File: src/hdl/lcf_pkg.sv
// Package for the layered character frame buffer.
// Holds action codes, default sizes and shared command/status types.
`default_nettype none
package lcf_pkg;
	localparam int SCREEN_WIDTH_DEF  = 80;
	localparam int SCREEN_HEIGHT_DEF = 32;
	localparam int LAYER_COUNT_DEF   = 4;
	localparam logic [7:0] SPACE_CHAR = 8'h20;

	localparam logic [2:0] ACT_FILL  = 3'd0;
	localparam logic [2:0] ACT_TEXT  = 3'd1;
	localparam logic [2:0] ACT_CLEAR = 3'd2;
	localparam logic [2:0] ACT_READ  = 3'd3;
	localparam logic [2:0] ACT_EOF   = 3'd4;

	typedef struct packed {
		logic load;      // capture input item
		logic init_step; // reset sweep: write background, clear flag
		logic fill_step; // write fill cell and advance column/row
		logic text_step; // write text cell if in range
		logic clr_step;  // clear layer sweep step
		logic rd_issue;  // issue a layer read
		logic rd_take;   // merge registered read data
		logic eof_issue; // read flag/addr for end-of-frame
		logic eof_take;  // conditional write for end-of-frame
		logic sweep_rst; // zero sweep counter
	} lcf_cmd_t;

	typedef struct packed {
		logic sweep_done;
		logic fill_done;
		logic layer_last;
	} lcf_sts_t;
endpackage
`default_nettype wire

File: src/hdl/lcf_ctrl.sv
// Controller state machine of the layered character frame buffer.
// Sequences reset sweep, actions and output handshake. Depends on lcf_pkg.
`default_nettype none
module lcf_ctrl (
	input  wire logic              clk,
	input  wire logic              arst_n,
	input  wire logic              in_valid,
	output logic                   in_ready,
	input  wire logic [2:0]        in_action,
	input  wire logic              out_ready,
	output logic                   out_valid,
	output lcf_pkg::lcf_cmd_t      cmd,
	input  wire lcf_pkg::lcf_sts_t sts
);
	localparam logic [3:0] S_INIT = 4'd0, S_IDLE = 4'd1, S_DEC = 4'd2, S_FILL = 4'd3,
		S_TEXT = 4'd4, S_CLR = 4'd5, S_RDI = 4'd6, S_RDT = 4'd7, S_EOFI = 4'd8,
		S_EOFT = 4'd9, S_FIN = 4'd10, S_OUT = 4'd11;

	logic [3:0] state_q, state_d;
	logic [2:0] act_q;
	logic       acc;

	assign in_ready  = (state_q == S_IDLE);
	assign out_valid = (state_q == S_OUT);
	assign acc = in_valid && in_ready;

	always_comb begin
		cmd = '0;
		state_d = state_q;
		case (state_q)
			S_INIT: begin
				cmd.init_step = 1'b1;
				if (sts.sweep_done) begin
					cmd.sweep_rst = 1'b1;
					state_d = S_IDLE;
				end
			end
			S_IDLE: if (acc) begin
				cmd.load = 1'b1;
				cmd.sweep_rst = 1'b1;
				state_d = S_DEC;
			end
			S_DEC: case (act_q)
				lcf_pkg::ACT_FILL:  state_d = S_FILL;
				lcf_pkg::ACT_TEXT:  state_d = S_TEXT;
				lcf_pkg::ACT_CLEAR: state_d = S_CLR;
				lcf_pkg::ACT_READ:  state_d = S_RDI;
				lcf_pkg::ACT_EOF:   state_d = S_EOFI;
				default:            state_d = S_FIN;
			endcase
			S_FILL: begin
				cmd.fill_step = 1'b1;
				if (sts.fill_done) state_d = S_FIN;
			end
			S_TEXT: begin
				cmd.text_step = 1'b1;
				state_d = S_FIN;
			end
			S_CLR: begin
				cmd.clr_step = 1'b1;
				if (sts.sweep_done) begin
					cmd.sweep_rst = 1'b1;
					state_d = S_FIN;
				end
			end
			S_RDI: begin
				cmd.rd_issue = 1'b1;
				state_d = S_RDT;
			end
			S_RDT: begin
				cmd.rd_take = 1'b1;
				state_d = sts.layer_last ? S_FIN : S_RDI;
			end
			S_EOFI: begin
				cmd.eof_issue = 1'b1;
				state_d = S_EOFT;
			end
			S_EOFT: begin
				cmd.eof_take = 1'b1;
				if (sts.sweep_done) begin
					cmd.sweep_rst = 1'b1;
					state_d = S_FIN;
				end else
					state_d = S_EOFI;
			end
			S_FIN: state_d = S_OUT;
			S_OUT: if (out_ready) state_d = S_IDLE;
			default: state_d = S_IDLE;
		endcase
	end

	always_ff @(posedge clk or negedge arst_n) begin
		if (!arst_n) begin
			state_q <= S_INIT;
			act_q   <= '0;
		end else begin
			state_q <= state_d;
			if (acc) act_q <= in_action;
		end
	end
endmodule
`default_nettype wire

File: config.mk
export PLATFORM = sky130hd
export DESIGN_NAME = lcf_ctrl
export DESIGN_NICKNAME = d
export VERILOG_FILES = /design/src/hdl/lcf_pkg.sv /design/src/hdl/lcf_ctrl.sv
export SDC_FILE = /design/constraint.sdc
export NUM_CORES = 1
export LEC_CHECK = 0
export ABC_AREA = 1
export BUFFER_PORTS_ARGS = -buffer_cell sky130_fd_sc_hd__buf_2
export CAP_MARGIN = 20
export CORE_UTILIZATION = 40
export DETAILED_ROUTE_END_ITERATION = 6
export PLACE_DENSITY = 0.67
export SLEW_MARGIN = 20
export SYNTH_ARGS = -nofsm -noshare
export SYNTH_HDL_FRONTEND = slang
export SYNTH_SLANG_ARGS = --single-unit
File: constraint.sdc
create_clock -name clk -period 1.3 [get_ports clk]
set_input_delay 0.065 -clock clk [delete_from_list [all_inputs] [get_ports clk]]
set_output_delay 0.065 -clock clk [all_outputs]
set_load 0.005 [all_outputs]
; After elaboration in Yosys (flattened, before gate mapping)
; Index checks and enable logic that the tools add are counted.
[op_classes]
n_eq_ne = 20
n_mux = 21
reduce_logical = 5
[ops]
columns = cell, n
row1 = 4-bit case mux with 12 select lines, 1
row2 = 4-bit 2-to-1 mux, 6
row3 = 4-bit case mux with 5 select lines, 1
row4 = "4-bit by 3-bit == test with 1-bit output, second input constant", 4
row5 = "4-bit == test, second input constant", 4
row6 = 1-bit 2-to-1 mux, 11
row7 = "4-bit by 2-bit == test with 1-bit output, second input constant", 2
row8 = "2-bit != test, second input constant", 4
row9 = "3-bit by 2-bit == test with 1-bit output, second input constant", 2
row10 = 5-bit AND reduction, 1
row11 = "4-bit by 1-bit == test with 1-bit output, second input constant", 1
row12 = 4-bit zero test, 1
row13 = "3-bit by 1-bit == test with 1-bit output, second input constant", 1
row14 = "3-bit == test, second input constant", 1
row15 = 3-bit zero test, 1
row16 = 3-bit OR reduction, 1
row17 = 2-bit 2-to-1 mux, 1
row18 = "2-bit by 1-bit != test with 1-bit output, second input constant", 1
row19 = 1-bit case mux with 2 select lines, 1
row20 = 1-bit logical AND, 1
[word_totals]
ff_bits = 7
elab_cells = 48

; Longest topological paths before layout
; Gate-level depths: netlist (run 1).
[depth]
ltp_word = 4
ltp_mapped = 9
mapped_depth_nobuf = 9

; Worst setup path after synthesis (run 1)
; Ideal clock, no wire load.
[synth_timing]
path_kind = reg2reg
from = register state_q[2]
to = register state_q[1]
setup_time_ns = 0.116
t_arrival_ns = 1.053
path_slack_ns = 0.131
path_stages_with_launch = 9
path_buffers = 0
period_less_slack_ns = 1.169
cell_sequence = dfrtp_1 nor2_1 nand2_1 nand2_1 nand2_2 inv_2 nor2_2 nand2_1 nand2_1
[synth_via]
elab_chain_cells = 4
word_cells_on_any_way = 20
cone_classes = 16 x eq/ne / 1 x mux / 3 x reduce/logical
[synth_rtl]
columns = element, line_no
row1 = start: declaration, lcf_ctrl.sv:19  ; logic [3:0] state_q, state_d;
row2 = start signal: assignment, lcf_ctrl.sv:97  ; state_q <= state_d;
row3 = 4-bit by 1-bit == test with 1-bit output, "lcf_ctrl.sv:23, lcf_ctrl.sv:30"
row4 = 1-bit logical AND, lcf_ctrl.sv:25  ; assign acc = in_valid && in_ready;
row5 = 2-bit by 1-bit != test with 1-bit output (no line), -
row6 = 5-bit AND reduction (no line), -
; Parallel ways exist; a longest one is shown, timed or not.
; A chain may end at the register's enable or synchronous reset.

==> PnR_summary.wiki, run 1 <==
{| class="wikitable"
! Metric !! Value
|-
| Result of the run || finished, violations left
|-
| Violated checks || negative setup slack
|-
| Final Cycle Share || 114%
|-
| First-pass GRT wire length || 3100 µm
|-
| Crit path max-delay cell type || dfrtp_1
|-
| Most frequently used flop master after synthesis || dfrtp_1
|-
| Worst IR Drop VDD || 1.39 mV
|-
| Post-route minimum period || 1.48 ns
|-
| Type of origin of the critical path || flip-flop
|-
| Max Transition Viols Final || 0
|-
| Share of the core filled with cells || 73.5%
|-
| Fraction of post-synthesis cell area in the top cell type by area || 28.5%
|-
| Effective utilization at floorplan || 45.1%
|-
| CTS H-tree lvls || 1
|-
| Cells traversed along the worst timing path || inv_2 -> nor2_4 -> nand2_2 -> inv_2 -> nor3_2 -> o21ai_1 -> buf_2
|-
| Final hold vios || 0
|-
| Switching part of the total || 51.4%
|-
| Portion of total power attributed to sequential cells || 19.7%
|-
| Nets in the synthesized netlist || 114
|-
| Ant diodes || 0
|-
| Family of cells with the greatest summed delay on the critical path || flip-flops
|-
| Clock slew seen by the registers of the worst setup and hold paths || 0.05 ns
|-
| Warnings from Yosys || 0
|-
| Initial drt markers || 19
|-
| Largest stage delay on the critical path || 0.43 ns
|-
| CP Max Fanout || 4
|-
| Post-synth design cell area || 616 µm²
|-
| Fraction of layout instances using a drive strength above 1 || 53.1%
|-
| Combinational power share || 72.5%
|-
| DRC Markers || 0
|-
| Post-layout net count || 154
|-
| Share of power burned in the clock network || 7.9%
|-
| Max-cap violation count || 0
|-
| Type of the tightest min-delay check || in -> reg
|-
| Dominant cell type by area after synthesis || dfrtp_1
|-
| Relative max-transition margin || 84.0%
|-
| Signed area change from the synthesized netlist to the final layout || 63.2%
|-
| Setup crit end kind || output pin
|-
| CORE AREA || 1370 µm²
|-
| Share of synthesized area occupied by flip-flops and latches || 28.5%
|-
| Number of enable-type register cells in the synthesized netlist || 0
|-
| Overall die height || 41.2 µm
|-
| Most numerous cell in the Yosys netlist || nand2_1
|-
| Synthesized instance count || 104
|-
| CP most frequent cell || inv_2
|-
| Avg Vias per Cell || 5.30
|-
| # port buffers || 21
|-
| Global route total overflow || 0
|-
| Vias in the first global route || 698
|-
| Clock root buffer master || clkbuf_4
|-
| Total wire length || 2190 µm
|-
| Unique masters post-synth || 18
|-
| Post-DP HPWL || 1310 µm
|-
| Cell Count, Final, Fillers Out || 158
|-
| Remaining antenna violation count after routing || 0
|-
| Overall die width || 41.2 µm
|-
| Setup WS post-layout || -0.178 ns
|-
| Arrival time of data at the critical path endpoint || 1.41 ns
|-
| Detailed-route via count || 837
|-
| Overall fraction of global-route tracks in use || 29.0%
|-
| Register bit count reported by yosys || 7
|-
| Top-level port count || 22
|-
| Pre-antenna DRT Iters || 4
|-
| Path type of the worst setup path || reg -> out
|-
| Total internal power || 1240 µW
|-
| CP bufs+invs || 3
|-
| Inst Count DP || 140
|-
| Top post-synthesis cells by count || nand2_1, inv_1, nor2_1
|-
| Transition time of the tightest slew-check pin || 0.239 ns
|-
| Reported net switching power || 1310 µW
|-
| CTS Sinks || 7
|-
| Power Density || 2540 nW/µm²
|-
| TritonCTS clock tree || done
|-
| Row Count || 13
|-
| Number of antenna violations at the first check in global routing || 0
|-
| Synth area leaders || dfrtp_1, nand2_1, nand3_1
|-
| Clock insertion delay at the later pin of the skew report || 0.25 ns
|-
| Placer's final routability congestion estimate || 0.827
|-
| Die area || 1700 µm²
|-
| Async set-reset flop share out of synthesis || 100%
|-
| Required arrival time at the worst endpoint || 1.24 ns
|-
| Max frequency || 677 MHz
|-
| RSZ-0062 raised after global routing || yes
|-
| Synthesized area divided by synthesized cell count || 5.92 µm²
|-
| Clock Path Buffers || 2
|-
| Largest net degree at the start of global routing || 8
|-
| Number of buffers added by the clock tree synthesis step || 3
|-
| Final Setup Violations || 8
|-
| Average wire length per cell after detail routing || 13.9 µm
|-
| Skew final || 0.00107 ns
|-
| Leak pwr || 0.000578 µW
|}
## kinds of logic (layout without fill, tap and decap cells)
logic type             after synthesis  after routing  share of synthesized area [%]
and+or+nand+nor                     69             69                           51.4
AOI/OAI and AO/OA                    6              6                           5.28
buffers and inverters               22             61                           14.8
DFF                                  7              7                           28.5
## tightest hold or removal path, delay by kind of cell
family                 cells  cell delay, ns
AOI/OAI and AO/OA          1            0.06
and+or+nand+nor            1            0.04
buffers and inverters      1            0.07
## path summary, 6_finish.rpt
kind	slack (ns)	endpoint	start	cells past startpoint
min reg2reg	0.58	act_q[1]	act_q[1]	2
min in group asynchronous	0.19	state_q[0]	arst_n	2
max reg2reg	-0.09	state_q[3]	state_q[0]	10
max	-0.18	cmd[0]	state_q[0]	7
min	0.03	act_q[2]	in_action[2]	3
max in group asynchronous	0.94	state_q[3]	arst_n	2
## registers in the layout, summed over array words and instances, names as in the netlist
signal / flops
act_q: 3
state_q: 4
## cells in the final DEF, fill, tap and decap left out, types with 2 or more instances in the layout
| cell type | count |
|---|---|
| nand3b_1 | 2 |
| inv_2 | 9 |
| nand3_1 | 10 |
| clkbuf_4 | 3 |
| inv_1 | 11 |
| nor2_1 | 5 |
| o21ai_1 | 3 |
| nand2_2 | 9 |
| nor2_4 | 9 |
| nor2_2 | 2 |
| buf_4 | 11 |
| buf_6 | 4 |
| dfrtp_1 | 4 |
| nand2_1 | 26 |
| nand2_4 | 3 |
| dfrtp_2 | 3 |
| buf_2 | 19 |
## layer usage
metal	share of wire, %	wire length [µm]	vias up	track usage (%)
met1	41	889	390	38.1
met5	0	0	-	0
li1	-	-	394	-
met4	2.8	61	0	16.9
met2	51	1120	44	44.9
met3	5.6	123	9	3.80
## per-stage QoR
step | setup TNS (ns) | cell area (µm²) | setup slack [ns] | total power (µW) | hold slack, ns
after global placement | 0 | 739 | 0.0518 | 1650 | -0.0976
final | -0.512 | 1000 | -0.178 | 2560 | 0.0252
after detailed placement | 0 | 739 | 0.00152 | 1660 | -0.0989
after global routing | -0.827 | 1000 | -0.186 | 2740 | 0.0660
after floorplan | 0 | 616 | 0.131 | 1320 | -0.231
after CTS | -0.174 | 891 | -0.0694 | 2170 | 0.0169
## area by class of cell
cell class | count | area (µm²)
Inverter | 21 | 83.8
Timing Repair Buffer | 36 | 253
Clock buffer | 4 | 26.3
Tap cell | 15 | 18.8
Sequential cell | 7 | 179
Multi-Input combinational cell | 75 | 444
Fill cell | 118 | 362
## what timing repair did
item                                    CTS  global route
buffers inserted                         10             3
hold endpoints to repair                  7             0
pin swaps                                 4             6
endpoints found under the setup margin    8            14
cloned                                    0             0
gates resized for setup                  15            22
hold buffers                              1             0
## power by group through the flow
stage	Combinational, µW	Clock, µW	Sequential, µW
2_1_floorplan	891	0	425
3_3_place_gp	1200	0	449
3_5_place_dp	1210	0	453
4_1_cts	1490	206	473
5_1_grt	2030	211	504
6_report	1850	202	502
(Power assumes the default switching activity.)
==> run 2, diff against run 1 <==
--- a/config.mk
+++ b/config.mk
@@ -11,7 +11,8 @@
 export CORE_UTILIZATION = 40
 export DETAILED_ROUTE_END_ITERATION = 6
 export PLACE_DENSITY = 0.67
-export SLEW_MARGIN = 20
+export SETUP_SLACK_MARGIN = 0.05
+export SLEW_MARGIN = 30
 export SYNTH_ARGS = -nofsm -noshare
 export SYNTH_HDL_FRONTEND = slang
 export SYNTH_SLANG_ARGS = --single-unit
==> constraint.sdc (replaced) <==
create_clock -name clk -period 1.4 [get_ports clk]
set_input_delay 0.07 -clock clk [delete_from_list [all_inputs] [get_ports clk]]
set_output_delay 0.07 -clock clk [all_outputs]
set_load 0.005 [all_outputs]
==> run 2 against run 1 <==
  * The run still ends with negative setup slack left
  * Total power decreased by 14%
  * Critical path depth unchanged
  * Utilization decreased by 3.4 points
  * First-iteration DRC count increased by 120%
  * Combinational power decreased by 17%
  * Critical endpoint unchanged
  * Largest cell class unchanged
  * Largest power group unchanged
==> PnR_summary.wiki, run 2 (synthesis results as in run 1) <==
{| class="wikitable"
! Metric !! Value
|-
| Result of the run || finished, violations left
|-
| Violated checks || negative setup slack
|-
| Max-cap violation count || 0
|-
| Top-level port count || 22
|-
| Final instance area || 958 µm²
|-
| Post-DP HPWL || 1200 µm
|-
| Skew final || 0.00289 ns
|-
| CORE AREA || 1370 µm²
|-
| Relative max-transition margin || 84.4%
|-
| # port buffers || 21
|-
| CTS H-tree lvls || 1
|-
| Commonest cells after routing, fill and taps aside || nand2_1, buf_2, inv_1
|-
| Minimum setup slack among reg-to-reg paths || 0.04 ns
|-
| Clock slew seen by the registers of the worst setup and hold paths || 0.05 ns
|-
| Pwr Total || 2210 µW
|-
| Startpoint of the worst register-to-register path || state_q[0]
|-
| Clock root buffer master || clkbuf_4
|-
| Total placed instance area || 732 µm²
|-
| Transition time of the tightest slew-check pin || 0.234 ns
|-
| Average wire length per cell after detail routing || 12.2 µm
|-
| Effective utilization at floorplan || 45.1%
|-
| Detailed-route via count || 785
|-
| Most frequent standard cell in the layout excluding fill and tap cells || nand2_1
|-
| Max Transition Viols Final || 0
|-
| Ant diodes || 0
|-
| Pre-antenna DRT Iters || 4
|-
| Total wire length || 1910 µm
|-
| First-pass GRT wire length || 2800 µm
|-
| Arrival time of data at the critical path endpoint || 1.35 ns
|-
| Worst IR Drop VDD || 1.65 mV
|-
| Number of buffers added by the clock tree synthesis step || 3
|-
| Remaining antenna violation count after routing || 0
|-
| Overall fraction of global-route tracks in use || 26.0%
|-
| Type of origin of the critical path || flip-flop
|-
| Number of logic stages on the critical path including buffering || 7
|-
| RSZ-0062 raised after global routing || yes
|-
| Overall die width || 41.2 µm
|-
| Critical path startpoint || state_q[2]
|-
| Required arrival time at the worst endpoint || 1.33 ns
|-
| Path type of the worst setup path || reg -> out
|-
| Crit path max-delay cell type || dfrtp_2
|-
| CTS Sinks || 7
|-
| CP bufs+invs || 3
|-
| Final Cycle Share || 101%
|-
| Setup WS post-layout || -0.0180 ns
|-
| Signed area change from the synthesized netlist to the final layout || 55.7%
|-
| Power Density || 2310 nW/µm²
|-
| Largest stage delay on the critical path || 0.49 ns
|-
| Clock insertion delay at the later pin of the skew report || 0.25 ns
|-
| Final hold vios || 0
|-
| Largest registers || state_q: 4 flops, act_q: 3 flops
|-
| R2R Path End || state_q[1]
|-
| Row Count || 13
|-
| Clock Path Buffers || 2
|-
| Leak pwr || 0.000560 µW
|-
| Logic depth of the worst register-to-register path || 9
|-
| Max FFs per register || 4
|-
| Largest net degree at the start of global routing || 8
|-
| Post-route minimum period || 1.42 ns
|-
| Setup crit end kind || output pin
|-
| Final Setup Violations || 1
|-
| Avg Vias per Cell || 5.03
|-
| Family of cells with the greatest summed delay on the critical path || flip-flops
|-
| TritonCTS clock tree || done
|-
| CP Max Fanout || 5
|-
| Reg with most FFs || state_q
|-
| Max frequency || 705 MHz
|-
| Initial drt markers || 41
|-
| Fraction of layout instances using a drive strength above 1 || 50.4%
|-
| Placer's final routability congestion estimate || 0.831
|-
| Cells traversed along the worst timing path || inv_4 -> nor2_4 -> nand2_2 -> inv_2 -> nor3_2 -> o21ai_2 -> buf_2
|-
| Die area || 1700 µm²
|-
| Type of the tightest min-delay check || in -> reg
|-
| Overall die height || 41.2 µm
|-
| Post-layout net count || 152
|-
| Vias in the first global route || 634
|-
| DRC Markers || 0
|-
| Endpoint of the most critical setup path || cmd[0]
|-
| Global route total overflow || 0
|-
| Number of filler instances in the final layout || 109
|-
| Number of antenna violations at the first check in global routing || 0
|}
==> run 2: per-layer routing <==
| layer | global-route usage [%] | routed length [µm] |
|---|---|---|
| met1 | 37.1 | 844 |
| met2 | 41.8 | 948 |
| met3 | 4.89 | 118 |
| met4 | 2.42 | 0 |
| met5 | 0 | 0 |
==> run 2: power breakdown <==
part	switching, µW	internal, µW
clock network	72.3	109
logic	877	666
registers	168	317
total	1120	1090
==> run 2: area by class of cell <==
type,instances,area (µm²),share of cell area [%]
clock buffers,4,26.3,2.74
inverters,21,86.3,9.01
multi-input cells,75,425,44.4
flip-flops and latches,7,180,18.8
well taps,15,18.8,1.96
repair buffers,34,221,23.1
==> run 2: per-stage QoR <==
stage	util, %	hold slack (ns)	std cells	setup WS [ns]	setup TNS (ns)
global route	70.1	0.0511	156	-0.0901	-0.287
global placement	53.6	-0.0923	139	0.152	0
detailed placement	53.6	-0.0928	139	0.104	0
finish	70.1	0.0277	156	-0.0180	-0.0180
floorplan	-	-0.226	104	0.231	0
CTS	64.5	0.0265	153	0.0359	0
==> run 2: worst min path at each step <==
stage                      start        to  slack (ns)  depth (start not counted)
floorplan                 arst_n  act_q[0]       -0.23                          0
global placement          arst_n  act_q[2]       -0.09                          1
detailed placement        arst_n  act_q[2]       -0.09                          1
CTS                 in_action[0]  act_q[0]        0.03                          3
global route        in_action[0]  act_q[0]        0.05                          3
finish              in_action[0]  act_q[0]        0.03                          3
==> run 2: what timing repair did <==
action | 4_1_cts | 5_1_grt
endpoints found under the hold margin | 7 | 0
hold buffers | 1 | 0
buffers inserted | 9 | 3
pin swaps | 5 | 8
gates resized for setup | 17 | 15
endpoints found under the setup margin | 2 | 10
==> run 2: tightest hold or removal path, cell delays in order <==
cell     delay (ns)
buf_2          0.07
nand2_1        0.04
o21ai_0        0.05
==> run 3, diff against run 2 <==
--- a/config.mk
+++ b/config.mk
@@ -5,7 +5,6 @@
 export SDC_FILE = /design/constraint.sdc
 export NUM_CORES = 1
 export LEC_CHECK = 0
-export ABC_AREA = 1
 export BUFFER_PORTS_ARGS = -buffer_cell sky130_fd_sc_hd__buf_2
 export CAP_MARGIN = 20
 export CORE_UTILIZATION = 40
==> run 3 against run 2 <==
  * The flow still finishes with violations (negative setup slack)
  * Worst hold slack better by 0.017 ns
  * Die area decreased by 4.3%
  * Final area decreased by 0.26%
  * Worst setup slack worse by 0.053 ns
  * Total power up 4.5%
  * Critical endpoint unchanged
  * Largest cell class unchanged
  * Highest routed layer is now met4
==> PnR_summary.wiki, run 3 <==
{| class="wikitable"
! Metric !! Value
|-
| Pwr Total || 2310 µW
|-
| Post-DP HPWL || 1160 µm
|-
| Max frequency || 680 MHz
|-
| Number of enable-type register cells in the synthesized netlist || 0
|-
| Clock slew seen by the registers of the worst setup and hold paths || 0.06 ns
|-
| Clock root buffer master || clkbuf_4
|-
| Synthesized instance count || 73
|-
| Final Setup Violations || 6
|-
| Top-level port count || 22
|-
| Clock Path Buffers || 2
|-
| Overall die height || 40.3 µm
|-
| Post-layout net count || 122
|-
| DRC Markers || 0
|-
| Final hold vios || 0
|-
| Arrival time of data at the critical path endpoint || 1.40 ns
|-
| Post-synth design cell area || 588 µm²
|-
| Max-cap violation count || 0
|-
| Number of buffers added by the clock tree synthesis step || 3
|-
| Warnings from Yosys || 0
|-
| Leak pwr || 0.000472 µW
|-
| Initial drt markers || 13
|-
| Synthesized area divided by synthesized cell count || 8.06 µm²
|-
| Max Transition Viols Final || 0
|-
| Transition time of the tightest slew-check pin || 0.268 ns
|-
| Post-Route M1 WL || 791 µm
|-
| Overall fraction of global-route tracks in use || 22.3%
|-
| Max FFs per register || 4
|-
| Number of filler instances in the final layout || 110
|-
| Commonest cells after routing, fill and taps aside || buf_2, buf_4, nand2_1, nor2_1, buf_6
|-
| Remaining antenna violation count after routing || 0
|-
| Type of the tightest min-delay check || in -> reg
|-
| Nets in the synthesized netlist || 83
|-
| Row Count || 13
|-
| Relative max-transition margin || 82.0%
|-
| Total wire length || 1830 µm
|-
| Clock insertion delay at the later pin of the skew report || 0.25 ns
|-
| Vias in the first global route || 548
|-
| First-pass GRT wire length || 2410 µm
|-
| Setup crit end kind || output pin
|-
| Number of antenna violations at the first check in global routing || 0
|-
| Global route total overflow || 0
|-
| Largest net degree at the start of global routing || 12
|-
| # port buffers || 21
|-
| Result of the run || finished, violations left
|-
| Avg Vias per Cell || 5.63
|-
| Unique masters post-synth || 32
|-
| Placer's final routability congestion estimate || 0.863
|-
| Final Cycle Share || 105%
|-
| Most frequent standard cell in the layout excluding fill and tap cells || buf_2
|-
| RSZ-0062 raised after global routing || yes
|-
| Fraction of post-synthesis cell area in the top cell type by area || 29.8%
|-
| Signed area change from the synthesized netlist to the final layout || 62.6%
|-
| Top post-synthesis cells by count || nand2_1, nor2_1, dfrtp_1
|-
| Violated checks || negative setup slack
|-
| Synth area leaders || dfrtp_1, mux2_2, buf_2
|-
| Async set-reset flop share out of synthesis || 100%
|-
| Highest routed metal layer || met4
|-
| Effective utilization at floorplan || 44.1%
|-
| Most frequently used flop master after synthesis || dfrtp_1
|-
| Required arrival time at the worst endpoint || 1.33 ns
|-
| Reg with most FFs || state_q
|-
| CTS Sinks || 7
|-
| Skew final || 0.00656 ns
|-
| Dominant cell type by area after synthesis || dfrtp_1
|-
| Routed length on met2 || 933 µm
|-
| Register bit count reported by yosys || 7
|-
| Overall die width || 40.3 µm
|-
| Setup WS post-layout || -0.0713 ns
|-
| Power Density || 2410 nW/µm²
|-
| Share of synthesized area occupied by flip-flops and latches || 29.8%
|-
| Ant diodes || 0
|-
| CORE AREA || 1330 µm²
|-
| Post-route minimum period || 1.47 ns
|-
| Met3 WL || 72 µm
|-
| Average wire length per cell after detail routing || 14.5 µm
|-
| Worst IR Drop VDD || 1.20 mV
|-
| Pre-antenna DRT Iters || 4
|-
| Largest registers || state_q: 4 flops, act_q: 3 flops
|-
| CP Max Fanout || 3
|-
| Type of origin of the critical path || flip-flop
|-
| CTS H-tree lvls || 1
|-
| Worst slack at placement || 0.0111 ns
|-
| Detailed-route via count || 710
|-
| Die area || 1630 µm²
|-
| Path type of the worst setup path || reg -> out
|-
| TritonCTS clock tree || done
|-
| Fraction of layout instances using a drive strength above 1 || 56.8%
|}
-- run 3: cell types whose count changed in the layout (fill, tap and decap cells not counted), sizes merged, moves of 5 or more --
cell / previous run / this run
nand3: 11 / 1
nand2: 38 / 8
buf: 33 / 39
nor2: 16 / 8
nor3: 1 / 6
inv: 20 / 5
-- run 3: routing by layer --
layer	vias to the layer above	GRT usage, %
met2	26	38.9
met1	341	28.6
met4	0	7.50
li1	339	-
met5	-	0
met3	4	1.67
-- run 3: final timing paths --
path | from | endpoint | slack [ns] | depth (start not counted)
setup / recovery | state_q[0] | cmd[0] | -0.07 | 6
min in group asynchronous | arst_n | act_q[2] | 0.18 | 2
max in group asynchronous | arst_n | state_q[0] | 1.05 | 2
hold reg to reg | act_q[1] | act_q[1] | 0.56 | 1
setup reg to reg | state_q[0] | state_q[0] | -0.04 | 4
hold / removal | in_action[2] | act_q[2] | 0.04 | 2
-- run 3: where the power goes --
part	internal [µW]	total (µW)	switching, µW
clock	109	185	75.9
combinational	903	1640	733
sequential	317	488	170
-- run 3: per-stage QoR --
| step | std cells | area (µm²) | setup TNS (ns) | hold WS [ns] | util, % |
|---|---|---|---|---|---|
| finish | 126 | 956 | -0.268 | 0.0445 | 71.7 |
| global route | 126 | 956 | -0.630 | 0.0359 | 71.7 |
| CTS | 121 | 838 | -0.181 | 0.0393 | 62.9 |
| detailed placement | 114 | 764 | 0 | -0.0893 | 57.3 |
| global placement | 114 | 764 | 0 | -0.0879 | 57.3 |
| floorplan | 73 | 588 | 0 | -0.226 | - |
-- run 3: what timing repair did --
item,4_1_cts,5_1_grt
resized for setup,10,14
endpoints found under the setup margin,15,18
setup buffers,2,4
endpoints found under the hold margin,7,0
gates cloned,0,1
pin swaps,3,2
hold buffers,1,0
-- run 3: logic make-up after synthesis --
kind of cell | count (synthesis) | share of synthesized area, %
xor gates and xnor gates | 1 | 1.49
DFF | 7 | 29.8
muxes | 5 | 9.15
buffers and inverters | 12 | 9.58
and+or+nand+nor | 30 | 27.4
AOI/OAI and AO/OA | 18 | 22.6
-- run 3: critical path, cell delays in order (launching register included) --
cell and delay [ns]:
dfrtp_2 0.42, buf_6 0.13, mux2i_1 0.11, a211oi_1 0.21, a41oi_1 0.07, nor2_1 0.10
buf_2 0.11
-- run 3: area by class of cell --
cell class / instances / area [µm²] / area share (%)
inverters: 5 / 18.8 / 1.96
repair buffers: 41 / 314 / 32.9
well taps: 15 / 18.8 / 1.96
multi-input cells: 54 / 398 / 41.6
clock buffers: 4 / 26.3 / 2.75
flip-flops and latches: 7 / 180 / 18.8
